===== config.mk =====
export PLATFORM = sky130hd
export DESIGN_NAME = alpha_layer_compositor_top_flat
export DESIGN_NICKNAME = d
export VERILOG_FILES = /design/src/alc_pkg.sv /design/src/alc_in_if.sv /design/src/alc_out_if.sv /design/src/alc_mul.sv /design/src/alc_ctrl.sv /design/src/alpha_layer_compositor_top.sv /design/src/flat_wrapper.sv
export SDC_FILE = /design/constraint.sdc
export NUM_CORES = 1
export LEC_CHECK = 0
export BUFFER_PORTS_ARGS = -buffer_cell sky130_fd_sc_hd__buf_2
export CORE_ASPECT_RATIO = 1.1
export CORE_MARGIN = 8
export CORE_UTILIZATION = 25
export DETAILED_ROUTE_END_ITERATION = 12
export MAX_ROUTING_LAYER = met4
export SLEW_MARGIN = 20
export SYNTH_ARGS = -nofsm -noshare
export SYNTH_HDL_FRONTEND = slang
export SYNTH_HIERARCHICAL = 1
export SYNTH_SLANG_ARGS = --single-unit

===== constraint.sdc =====
create_clock -name clk -period 9 [get_ports clk]
set_clock_uncertainty 0.15 [all_clocks]
set_input_delay 0.9 -clock clk [delete_from_list [all_inputs] [get_ports clk]]
set_output_delay 0.9 -clock clk [all_outputs]
set_load 0.02 [all_outputs]

===== src/alc_pkg.sv =====
package alc_pkg;

  // Port width of every intensity, alpha and result field
  localparam int FIELD_W = 17;

  typedef enum logic [2:0] {
    ST_IDLE,
    ST_CONTRIB,
    ST_RED,
    ST_GREEN,
    ST_BLUE,
    ST_TRANS,
    ST_FIN
  } alc_state_t;

  // Operand pair fed to the shared multiplier
  typedef enum logic [2:0] {
    MS_CONTRIB,
    MS_RED,
    MS_GREEN,
    MS_BLUE,
    MS_TRANS
  } alc_msel_t;

  // Accumulator that takes the registered product this cycle
  typedef enum logic [1:0] {
    ACC_NONE,
    ACC_RED,
    ACC_GREEN,
    ACC_BLUE
  } alc_acc_t;

  typedef struct packed {
    logic      in_ready;
    alc_msel_t mul_sel;
    logic      load_contrib;
    alc_acc_t  acc_sel;
    logic      load_trans;
    logic      emit;
  } alc_ctl_t;

  typedef struct packed {
    logic in_valid;
    logic in_covers;
    logic item_covers;
    logic item_last;
    logic out_free;
  } alc_sts_t;

endpackage


===== src/alc_in_if.sv =====
interface alc_in_if;
  import alc_pkg::*;

  logic               valid;
  logic               ready;
  logic [FIELD_W-1:0] red_in;
  logic [FIELD_W-1:0] green_in;
  logic [FIELD_W-1:0] blue_in;
  logic [FIELD_W-1:0] alpha_in;
  logic [1:0]         channel_count;
  logic               covers_pixel;
  logic               alpha_present;
  logic               last_layer;

  modport source (
    output valid, red_in, green_in, blue_in, alpha_in,
           channel_count, covers_pixel, alpha_present, last_layer,
    input  ready
  );

  modport sink (
    input  valid, red_in, green_in, blue_in, alpha_in,
           channel_count, covers_pixel, alpha_present, last_layer,
    output ready
  );

endinterface


===== src/alc_out_if.sv =====
interface alc_out_if;
  import alc_pkg::*;

  logic               valid;
  logic               ready;
  logic [FIELD_W-1:0] red_out;
  logic [FIELD_W-1:0] green_out;
  logic [FIELD_W-1:0] blue_out;

  modport source (
    output valid, red_out, green_out, blue_out,
    input  ready
  );

  modport sink (
    input  valid, red_out, green_out, blue_out,
    output ready
  );

endinterface


===== src/alc_mul.sv =====
module alc_mul #(
  parameter int FRACTION_BITS = 16
) (
  input  logic [FRACTION_BITS:0] a,
  input  logic [FRACTION_BITS:0] b,
  output logic [FRACTION_BITS:0] p
);
  import alc_pkg::*;

  localparam int VW = FRACTION_BITS + 1;

  logic [2*VW-1:0] full;

  // Truncating fixed-point product; operands never exceed 1.0
  assign full = a * b;
  assign p    = full[FRACTION_BITS +: VW];

endmodule


===== src/alc_ctrl.sv =====
module alc_ctrl (
  input  logic              clk,
  input  logic              rst_n,
  input  alc_pkg::alc_sts_t sts,
  output alc_pkg::alc_ctl_t ctl
);
  import alc_pkg::*;

  alc_state_t state_r, state_nxt;

  always_ff @(posedge clk) begin
    if (!rst_n) begin
      state_r <= ST_IDLE;
    end else begin
      state_r <= state_nxt;
    end
  end

  always_comb begin
    state_nxt        = state_r;
    ctl.in_ready     = 1'b0;
    ctl.mul_sel      = MS_CONTRIB;
    ctl.load_contrib = 1'b0;
    ctl.acc_sel      = ACC_NONE;
    ctl.load_trans   = 1'b0;
    ctl.emit         = 1'b0;
    case (state_r)
      ST_IDLE: begin
        ctl.in_ready = 1'b1;
        if (sts.in_valid) begin
          state_nxt = sts.in_covers ? ST_CONTRIB : ST_FIN;
        end
      end
      ST_CONTRIB: begin
        ctl.mul_sel = MS_CONTRIB;
        state_nxt   = ST_RED;
      end
      ST_RED: begin
        ctl.mul_sel      = MS_RED;
        ctl.load_contrib = 1'b1;
        state_nxt        = ST_GREEN;
      end
      ST_GREEN: begin
        ctl.mul_sel = MS_GREEN;
        ctl.acc_sel = ACC_RED;
        state_nxt   = ST_BLUE;
      end
      ST_BLUE: begin
        ctl.mul_sel = MS_BLUE;
        ctl.acc_sel = ACC_GREEN;
        state_nxt   = ST_TRANS;
      end
      ST_TRANS: begin
        ctl.mul_sel = MS_TRANS;
        ctl.acc_sel = ACC_BLUE;
        state_nxt   = ST_FIN;
      end
      ST_FIN: begin
        if (!sts.item_last) begin
          ctl.load_trans = sts.item_covers;
          state_nxt      = ST_IDLE;
        end else if (sts.out_free) begin
          ctl.emit  = 1'b1;
          state_nxt = ST_IDLE;
        end
      end
      default: begin
        state_nxt = ST_IDLE;
      end
    endcase
  end

endmodule


===== src/alpha_layer_compositor_top.sv =====
// Channel  Dir  Transfer                 Payload
// in_ch    in   valid & ready at clk     red/green/blue/alpha_in (17b), channel_count (2b),
//                                        covers_pixel, alpha_present, last_layer
// out_ch   out  valid & ready at clk     red_out, green_out, blue_out (17b)
//
// A covering layer sends five products one after another through the single shared
// multiplier, then a finish step. A layer that does not cover the pixel goes straight
// to the finish step.
// Reset (rst_n low, synchronous) sets transmittance to 1.0 and the sums to 0.
// The result sits in an output register; in_ch is taken again while it waits.
// Only a last layer meeting a still-full output register stalls in the finish step.
module alpha_layer_compositor_top #(
  parameter int FRACTION_BITS = 16
) (
  input  logic      clk,
  input  logic      rst_n,
  alc_in_if.sink    in_ch,
  alc_out_if.source out_ch
);
  import alc_pkg::*;

  localparam int VW = FRACTION_BITS + 1;
  // Compare width for clamping port fields against 1.0
  localparam int CW = (FIELD_W > VW) ? FIELD_W : VW;
  localparam logic [VW-1:0] ONE = {1'b1, {FRACTION_BITS{1'b0}}};

  alc_ctl_t ctl;
  alc_sts_t sts;

  logic in_xfer;

  // Latched layer sample, already clamped and with channel fallback applied
  logic [VW-1:0] r_r, g_r, b_r, a_r, oma_r;
  logic          cov_r, last_r;

  // Pixel state
  logic [VW-1:0] trans_r, red_sum_r, green_sum_r, blue_sum_r;

  // Shared multiplier and its output registers
  logic [VW-1:0] mul_a, mul_b, mul_p;
  logic [VW-1:0] prod_r, contrib_r;

  // Accumulate path
  logic [VW-1:0] acc_cur, acc_nxt;
  logic [VW:0]   acc_sum;

  // Output register
  logic               out_valid_r;
  logic [FIELD_W-1:0] red_out_r, green_out_r, blue_out_r;

  // Clamped inputs
  logic [VW-1:0] red_c, green_c, blue_c, alpha_c, alpha_eff;

  function automatic logic [VW-1:0] clamp_field(input logic [FIELD_W-1:0] x);
    logic [CW-1:0] ext;
    ext = CW'(x);
    return (ext > CW'(ONE)) ? ONE : ext[VW-1:0];
  endfunction

  assign red_c     = clamp_field(in_ch.red_in);
  assign green_c   = clamp_field(in_ch.green_in);
  assign blue_c    = clamp_field(in_ch.blue_in);
  assign alpha_c   = clamp_field(in_ch.alpha_in);
  assign alpha_eff = in_ch.alpha_present ? alpha_c : ONE;

  // No transfer while reset is held
  assign in_ch.ready = ctl.in_ready && rst_n;
  assign in_xfer     = in_ch.valid && in_ch.ready;

  assign sts.in_valid    = in_ch.valid;
  assign sts.in_covers   = in_ch.covers_pixel;
  assign sts.item_covers = cov_r;
  assign sts.item_last   = last_r;
  assign sts.out_free    = !out_valid_r || out_ch.ready;

  alc_ctrl u_ctrl (
    .clk   (clk),
    .rst_n (rst_n),
    .sts   (sts),
    .ctl   (ctl)
  );

  // Capture the sample; one channel feeds all three colors, two channels
  // reuse green for blue, zero channels act as one.
  always_ff @(posedge clk) begin
    if (in_xfer) begin
      r_r    <= red_c;
      a_r    <= alpha_eff;
      oma_r  <= ONE - alpha_eff;
      cov_r  <= in_ch.covers_pixel;
      last_r <= in_ch.last_layer;
      case (in_ch.channel_count)
        2'd2: begin
          g_r <= green_c;
          b_r <= green_c;
        end
        2'd3: begin
          g_r <= green_c;
          b_r <= blue_c;
        end
        default: begin
          g_r <= red_c;
          b_r <= red_c;
        end
      endcase
    end
  end

  // Operand select: contrib = alpha*T, then each color times contrib,
  // last T*(1-alpha) while T still holds its old value.
  always_comb begin
    case (ctl.mul_sel)
      MS_CONTRIB: begin
        mul_a = a_r;
        mul_b = trans_r;
      end
      MS_RED: begin
        mul_a = r_r;
        mul_b = prod_r;
      end
      MS_GREEN: begin
        mul_a = g_r;
        mul_b = contrib_r;
      end
      MS_BLUE: begin
        mul_a = b_r;
        mul_b = contrib_r;
      end
      MS_TRANS: begin
        mul_a = trans_r;
        mul_b = oma_r;
      end
      default: begin
        mul_a = a_r;
        mul_b = trans_r;
      end
    endcase
  end

  alc_mul #(
    .FRACTION_BITS (FRACTION_BITS)
  ) u_mul (
    .a (mul_a),
    .b (mul_b),
    .p (mul_p)
  );

  always_ff @(posedge clk) begin
    prod_r <= mul_p;
    if (ctl.load_contrib) begin
      contrib_r <= prod_r;
    end
  end

  // Saturating add of the registered product into the selected sum
  always_comb begin
    case (ctl.acc_sel)
      ACC_RED:   acc_cur = red_sum_r;
      ACC_GREEN: acc_cur = green_sum_r;
      ACC_BLUE:  acc_cur = blue_sum_r;
      default:   acc_cur = red_sum_r;
    endcase
    acc_sum = {1'b0, acc_cur} + {1'b0, prod_r};
    acc_nxt = (acc_sum > {1'b0, ONE}) ? ONE : acc_sum[VW-1:0];
  end

  always_ff @(posedge clk) begin
    if (!rst_n) begin
      trans_r     <= ONE;
      red_sum_r   <= '0;
      green_sum_r <= '0;
      blue_sum_r  <= '0;
    end else if (ctl.emit) begin
      trans_r     <= ONE;
      red_sum_r   <= '0;
      green_sum_r <= '0;
      blue_sum_r  <= '0;
    end else begin
      if (ctl.load_trans) begin
        trans_r <= prod_r;
      end
      case (ctl.acc_sel)
        ACC_RED:   red_sum_r   <= acc_nxt;
        ACC_GREEN: green_sum_r <= acc_nxt;
        ACC_BLUE:  blue_sum_r  <= acc_nxt;
        default: begin
        end
      endcase
    end
  end

  // Sums are kept at or below 1.0, so the result is just resized
  always_ff @(posedge clk) begin
    if (!rst_n) begin
      out_valid_r <= 1'b0;
    end else if (ctl.emit) begin
      out_valid_r <= 1'b1;
    end else if (out_ch.ready) begin
      out_valid_r <= 1'b0;
    end
  end

  always_ff @(posedge clk) begin
    if (ctl.emit) begin
      red_out_r   <= FIELD_W'(red_sum_r);
      green_out_r <= FIELD_W'(green_sum_r);
      blue_out_r  <= FIELD_W'(blue_sum_r);
    end
  end

  assign out_ch.valid     = out_valid_r;
  assign out_ch.red_out   = red_out_r;
  assign out_ch.green_out = green_out_r;
  assign out_ch.blue_out  = blue_out_r;

  // One layer at a time: no back-to-back input transfers
  a_no_b2b_in: assert property (@(posedge clk) disable iff (!rst_n)
    in_xfer |=> !in_ch.ready)
    else $error("input taken while a layer is in flight");

  // An emit never overwrites a result that has not been taken
  a_no_overwrite: assert property (@(posedge clk) disable iff (!rst_n)
    ctl.emit |-> (!out_valid_r || out_ch.ready))
    else $error("result overwritten");

  // Emit always presents a result on the next cycle, with state back at reset
  a_emit_clears: assert property (@(posedge clk) disable iff (!rst_n)
    ctl.emit |=> (out_ch.valid && trans_r == ONE && red_sum_r == '0))
    else $error("emit did not present result or clear state");

  // Transmittance and sums never pass 1.0
  a_range: assert property (@(posedge clk) disable iff (!rst_n)
    (trans_r <= ONE) && (red_sum_r <= ONE) && (green_sum_r <= ONE)
      && (blue_sum_r <= ONE))
    else $error("pixel state above 1.0");

endmodule


===== src/flat_wrapper.sv =====
// flat-port wrapper written by rule: the top's interface ports become plain ports
module alpha_layer_compositor_top_flat import alc_pkg::*;
#(
  parameter int FRACTION_BITS = 16
)
  (clk, rst_n, in_ch_valid, in_ch_red_in, in_ch_green_in, in_ch_blue_in, in_ch_alpha_in, in_ch_channel_count, in_ch_covers_pixel, in_ch_alpha_present, in_ch_last_layer, in_ch_ready, out_ch_valid, out_ch_red_out, out_ch_green_out, out_ch_blue_out, out_ch_ready);
  alc_in_if in_ch_i ();
  alc_out_if out_ch_i ();
  input  logic clk;
  input  logic rst_n;
  input wire logic [$bits(in_ch_i.valid)-1:0] in_ch_valid;
  input wire logic [$bits(in_ch_i.red_in)-1:0] in_ch_red_in;
  input wire logic [$bits(in_ch_i.green_in)-1:0] in_ch_green_in;
  input wire logic [$bits(in_ch_i.blue_in)-1:0] in_ch_blue_in;
  input wire logic [$bits(in_ch_i.alpha_in)-1:0] in_ch_alpha_in;
  input wire logic [$bits(in_ch_i.channel_count)-1:0] in_ch_channel_count;
  input wire logic [$bits(in_ch_i.covers_pixel)-1:0] in_ch_covers_pixel;
  input wire logic [$bits(in_ch_i.alpha_present)-1:0] in_ch_alpha_present;
  input wire logic [$bits(in_ch_i.last_layer)-1:0] in_ch_last_layer;
  output wire logic [$bits(in_ch_i.ready)-1:0] in_ch_ready;
  output wire logic [$bits(out_ch_i.valid)-1:0] out_ch_valid;
  output wire logic [$bits(out_ch_i.red_out)-1:0] out_ch_red_out;
  output wire logic [$bits(out_ch_i.green_out)-1:0] out_ch_green_out;
  output wire logic [$bits(out_ch_i.blue_out)-1:0] out_ch_blue_out;
  input wire logic [$bits(out_ch_i.ready)-1:0] out_ch_ready;
  assign in_ch_i.valid = in_ch_valid;
  assign in_ch_i.red_in = in_ch_red_in;
  assign in_ch_i.green_in = in_ch_green_in;
  assign in_ch_i.blue_in = in_ch_blue_in;
  assign in_ch_i.alpha_in = in_ch_alpha_in;
  assign in_ch_i.channel_count = in_ch_channel_count;
  assign in_ch_i.covers_pixel = in_ch_covers_pixel;
  assign in_ch_i.alpha_present = in_ch_alpha_present;
  assign in_ch_i.last_layer = in_ch_last_layer;
  assign in_ch_ready = in_ch_i.ready;
  assign out_ch_valid = out_ch_i.valid;
  assign out_ch_red_out = out_ch_i.red_out;
  assign out_ch_green_out = out_ch_i.green_out;
  assign out_ch_blue_out = out_ch_i.blue_out;
  assign out_ch_i.ready = out_ch_ready;
  alpha_layer_compositor_top #(.FRACTION_BITS(FRACTION_BITS)) u_core (.clk(clk), .rst_n(rst_n), .in_ch(in_ch_i), .out_ch(out_ch_i));
endmodule

==> metrics.txt, run 1 <==
status finished, final reports clean; cts hold-fix bufs 0; number of synthesized flops with an enable pin approximately 150; Synth cell types 80; most frequent cells in the layout inv_1 (292), nand2_1 (263), fa_1 (222); crit path kind reg2reg; Period minus WS final 8290 ps; Slew Limit Fails 0; initial antenna violation count 13; # rows 110; startpoint types flip-flop; Clk Latency, worst-skew pair 570 ps; Tcrit/Tclk final 0.921; number of fill cells approximately 8.6k; cts repair resizes 0; worst path cell trace nand2b_1, inv_1, and2_2, nand2b_1, o22ai_1, o21ai_0, o311a_1, and2_1, fa_1, fa_1, fa_1, fa_1, fa_1, inv_1, fa_1, inv_1, ha_1, a211oi_2, nor2_1, or3_1, a21o_1, or4b_1, o211a_1; core area ~0.08 mm^2; Reg2Reg Setup Slack roughly 710 ps; number of synthesized register bits about 240; wire per inst 17.7 um; Achievable Freq roughly 120 MHz; Vias between 15k and 20k; DIE HEIGHT ~320 um; Worst path max stage delay ~760 ps; maximum buffer depth of the clock tree 3; Worst Path Required 9310 ps; Async SR Flop Fraction 0; Worst Hold Depth 0; reg2reg end u_core/prod_r[15]; final hold viol count 0; CP endpoint kind flip-flop; HPWL Detailed roughly 47000 um; Num CTS Buffers 26; first-pass GRT wire length ~93000 um; Port Buf Inserts around 130; crit path from u_core/u_ctrl/state_r[2]; first drt pass iteration count 6; clock tree sinks 243; largest net degree at the start of global routing 84; commonest non-fill, non-tap cell in the layout inv_1; synthesized area per cell slightly below 10 um^2; drt via density approximately 4.8; post-CTS setup buffers 0; ys flop type edfxtp_1; unrepaired setup endpoints after global routing false; Worst-path clk slew roughly 60 ps; CTS Root Cell clkbuf_16; Post-DRT Antenna Nets 0; synth warn 6; Iter 0 DRT Violations 1115; # setup viols final 0; Mapped Cells about 2.1k; FF-to-FF path depth 23; setup_tns 0 ps; hold path startpoint u_core/green_sum_r[8]; CTS tree built; aggregate global routing overflow 0; total wire length a little under 60000 um; GR Util All Layers 0.129; die area 0.0921 mm^2; H-tree depth 1; Top cell by count, worst path fa_1; total nets after synthesis between 2k and 3k; vias in the first global route 16.6k; Initial Util 0.252; top-level I/O count 130; share of layout cells above drive strength 1 0.120; Slew @ Worst Pin between 1000 and 1500 ps; Final nets 2632; Rel. slew slack 0.277; sequential cell area fraction in the yosys report 0.310; Mapped Area slightly above 0.02 mm^2; Layout area overhead 13.9%; CP max stage cell o311a_1; RD Place Congestion about 0.88; Worst EP arrival roughly 8600 ps; die width ~290 um; min-delay worst type reg2reg; Crit Reg-Reg Startpoint u_core/u_ctrl/state_r[2]; DRC Markers 0; Hold EP u_core/out_ch.green_out[8]; Max-Cap Viols 0; crit path max fanout 17
-- Yosys cell counts (all sizes together), types with 3 or more instances --
cell,instances,area share
inv,292,0.053
o211a,4,0.0019
fa,222,0.22
and3,21,0.0064
nor2b,25,0.0076
o22ai,34,0.010
nand3,9,0.0022
or2,6,0.0018
o21ai,119,0.030
a21boi,3,0.0011
a31oi,10,0.0030
a21oi,81,0.020
and2,130,0.039
o41ai,7,0.0037
o211ai,24,0.0087
o31ai,3,0.0016
or3,4,0.0012
xor2,14,0.0059
a22oi,3,0.0011
nor3,15,0.0039
o21bai,5,0.0018
a222oi,16,0.0078
nor4,15,0.0056
and3b,4,0.0017
o22a,17,0.0072
nor3b,4,0.0015
mux2i,51,0.025
edfxtp,154,0.22
a21o,12,0.0044
buf,18,0.0055
xnor2,22,0.0093
nor2,82,0.015
a22o,16,0.0068
nand4,8,0.0024
dfxtp,89,0.086
ha,120,0.073
a32o,3,0.0015
and4,4,0.0018
nand2,263,0.048
nand2b,32,0.0097
a211oi,12,0.0056
o311a,18,0.0087
o21a,7,0.0025
clkbuf,84,0.015
-- through the flow --
| stage | instance area (um^2) | setup WS, ps | util | instances | hold slack [ps] |
|---|---|---|---|---|---|
| 3_5_place_dp | 22600 | 740 | 0.276 | 3249 | 295 |
| 2_1_floorplan | 20700 | 1220 | - | 2106 | 274 |
| 3_3_place_gp | 22600 | 820 | 0.276 | 3249 | 292 |
| 5_1_grt | 23500 | 241 | 0.287 | 3310 | 325 |
| 6_report | 23500 | 711 | 0.287 | 3312 | 309 |
| 4_1_cts | 23500 | 738 | 0.287 | 3297 | 309 |
-- sequential cells by signal (all words and copies together), names as in the netlist --
register,count
u_core/blue_sum_r,17
u_core/u_ctrl/state_r,3
u_core/red_sum_r,17
u_core/trans_r,17
u_core/contrib_r,17
u_core/last_r,1
u_core/a_r,17
u_core/cov_r,1
u_core/green_sum_r,17
u_core/out_ch.blue_out,17
u_core/b_r,17
u_core/out_ch.red_out,17
u_core/out_ch.green_out,17
u_core/r_r,17
u_core/prod_r,17
u_core/g_r,17
u_core/out_ch.valid,1
u_core/oma_r,16
-- area by class of cell --
cell class	count	area [um^2]	area share
Multi-Input combinational cell	1469	12800	0.543
Sequential cell	243	6410	0.272
Tap cell	1064	1330	0.0566
Inverter	292	1100	0.0466
Timing Repair Buffer	181	1040	0.0440
Clock buffer	29	662	0.0281
Clock inverter	19	176	0.00750
Antenna cell	15	37.5	0.00160
-- layer usage --
layer,part of all wire,wire length (um),track usage
met1,0.42,24600,0.153
met5,0,0,-
met2,0.47,27800,0.213
met4,0.050,2950,0.0574
met3,0.057,3320,0.0238
-- cell families after synthesis --
kind of cell    count (synthesis)  share of synthesized area
simple gates                  626                      0.150
compound gates                413                      0.138
buf+inv                       394                     0.0738
fa+ha+maj                     342                      0.288
flops                         243                      0.310
mux                            52                     0.0253
xor+xnor                       36                     0.0153
-- worst max-delay path: cells and delay by family, from the launching register on --
kind	cells	cell delay, ps
buffers and inverters	3	220
adders and majority gates	7	3500
DFF	1	640
and+or+nand+nor	7	2060
AOI/OAI and AO/OA	6	1630
-- how the worst max path moves through the flow --
| stage | to |
|---|---|
| after CTS | u_core/prod_r[15] |
| after global placement | u_core/prod_r[15] |
| final | u_core/prod_r[15] |
| after floorplan | u_core/prod_r[15] |
| after detailed placement | u_core/prod_r[15] |
| after global routing | u_core/prod_r[15] |
Power of run 1 is left out: the tool's default activity adds up to more than one toggle a clock period on the data nets, which glitch-free logic cannot reach.
==> run 2, diff against run 1 <==
--- a/config.mk
+++ b/config.mk
@@ -7,7 +7,6 @@
 export LEC_CHECK = 0
 export BUFFER_PORTS_ARGS = -buffer_cell sky130_fd_sc_hd__buf_2
 export CORE_ASPECT_RATIO = 1.1
-export CORE_MARGIN = 8
 export CORE_UTILIZATION = 25
 export DETAILED_ROUTE_END_ITERATION = 12
 export MAX_ROUTING_LAYER = met4
==> run 2 against run 1 <==
Routed wire length decreased by 2.4%. Highest routed layer unchanged. Non-clock buffer count unchanged. Die area decreased by 9.0%. Register-to-register slack got worse by 130 ps. Utilization increased by 0.21 points. Sequential share of layout area decreased by 0.15 points. Maximum frequency decreased by 1.5%. Hold slack got worse by 6.5 ps. Cell count decreased by 0.21%. Critical path depth increased by 1.
==> metrics.txt, run 2 (synthesis results as in run 1) <==
Clk Latency, worst-skew pair ~560 ps; Tcrit/Tclk final 0.935; crit path from u_core/u_ctrl/state_r[0]; largest net degree at the start of global routing 82; Iter 0 DRT Violations between 1k and 1.5k; H-tree depth 1; top-level I/O count 130; Post-DRT Antenna Nets 0; Worst Path Buf+Inv 4; Worst Path Required between 9000 and 10000 ps; Worst setup endpoint u_core/prod_r[14]; total wire length roughly 57000 um; reg2reg end u_core/prod_r[14]; HPWL Detailed 45300 um; CTS tree built; die area around 0.084 mm^2; # rows between 100 and 150; wire per inst about 17 um; RD Place Congestion between 0.8 and 0.9; die width 276 um; most frequent cells in the layout inv_1 (292), nand2_1 (263), fa_1 (222); Max-Cap Viols 0; first-pass GRT wire length slightly above 90000 um; Top delay family on crit path adder cells; crit path kind reg2reg; Rel. slew slack 0.239; startpoint types flip-flop; setup_tns 0 ps; commonest non-fill, non-tap cell in the layout inv_1; worst path cell trace and2_2, or2_2, nor2_1, a21oi_1, buf_4, o22ai_1, a21oi_1, buf_4, and2_1, fa_1, inv_1, fa_1, fa_1, inv_1, fa_1, fa_1, fa_1, ha_1, a21oi_1, o21ai_0, a211oi_1, o31ai_2, a41o_1, nor4b_2; hold path startpoint u_core/green_sum_r[8]; Reg2Reg Setup Slack 580 ps; post-CTS setup buffers 0; DIE HEIGHT roughly 300 um; Achievable Freq 119 MHz; status finished, final reports clean; Crit Reg-Reg Startpoint u_core/u_ctrl/state_r[0]; Slew @ Worst Pin 1140 ps; initial antenna violation count 1; first drt pass iteration count 8; maximum buffer depth of the clock tree 3; Num CTS Buffers 29; GR Util All Layers 0.142; DRC Markers 0; Initial Util 0.253; share of layout cells above drive strength 1 0.121; # setup viols final 0; CP endpoint kind flip-flop; aggregate global routing overflow 0; crit path max fanout 24; Top cell by count, worst path fa_1; min-delay worst type reg2reg; CP max stage cell dfxtp_1; Slew Limit Fails 0; clock tree sinks around 240; FF-to-FF path depth 24; Port Buf Inserts between 100 and 150; unrepaired setup endpoints after global routing false; final hold viol count 0; number of fill cells 8599; Worst-path clk slew 60 ps; Period minus WS final between 8000 and 9000 ps; drt via density 4.77; Layout area overhead 14.6%; WP depth 24; Final nets about 2.6k; vias in the first global route between 15k and 20k; Worst path max stage delay about 690 ps; core area about 0.082 mm^2; Worst EP arrival between 8000 and 9000 ps; CTS Root Cell clkbuf_16; Vias 15.8k
-- run 2: cell count changes in the layout (fill, tap and decap cells not counted), moves of 2 or more --
| cell | before | now |
|---|---|---|
| clkbuf_1 | 3 | 7 |
| bufinv_16 | 2 | 6 |
| clkbuf_16 | 26 | 29 |
| diode_2 | 15 | 3 |
| clkinv_2 | 6 | 4 |
| clkinv_1 | 3 | 1 |
-- run 2: how the worst min path moves through the flow --
| stage | slack [ps] | end | cells past startpoint |
|---|---|---|---|
| 2_1_floorplan | 270 | u_core/out_ch.green_out[16] | 0 |
| 3_3_place_gp | 290 | u_core/out_ch.green_out[14] | 0 |
| 3_5_place_dp | 290 | u_core/out_ch.blue_out[6] | 0 |
| 4_1_cts | 300 | u_core/out_ch.green_out[8] | 0 |
| 5_1_grt | 310 | u_core/out_ch.green_out[5] | 0 |
| 6_report | 300 | u_core/out_ch.green_out[8] | 0 |
-- run 2: routing by layer --
layer  global-route usage  wire [um]  share of wire  vias to the layer above
met5                    -          0              0                        -
met4               0.0489       2090          0.036                        0
met3               0.0170       2820          0.049                       91
met2                0.244      28200           0.49                      476
met1                0.173      24200           0.42                     7849
li1                     -          -              -                     7357
-- run 2: what timing repair did --
item | in CTS | in global routing
hold buffers | 0 | 0
gates resized for setup | 0 | 1
endpoints found under the setup margin | 0 | 1
-- run 2: final cells by class --
type,count,area (um^2),share of cell area
antenna,3,7.51,0.000317
clock buffer,36,752,0.0318
clock inverter,17,254,0.0107
inverter,292,1100,0.0463
multi-input combinational,1469,12800,0.540
sequential,243,6410,0.271
tap,1064,1330,0.0563
timing repair buffer,181,1040,0.0438
-- run 2: per-stage QoR --
| step | setup slack, ps | cells | util | hold WS, ps | instance area (um^2) |
|---|---|---|---|---|---|
| 6_report | 585 | 3305 | 0.289 | 303 | 23700 |
| 5_1_grt | 13.7 | 3303 | 0.289 | 314 | 23700 |
| 4_1_cts | 519 | 3302 | 0.289 | 304 | 23600 |
| 3_5_place_dp | 546 | 3249 | 0.277 | 293 | 22600 |
| 3_3_place_gp | 621 | 3249 | 0.277 | 290 | 22600 |
| 2_1_floorplan | 1220 | 2106 | - | 274 | 20700 |
Power of run 2 is left out for the same reason.
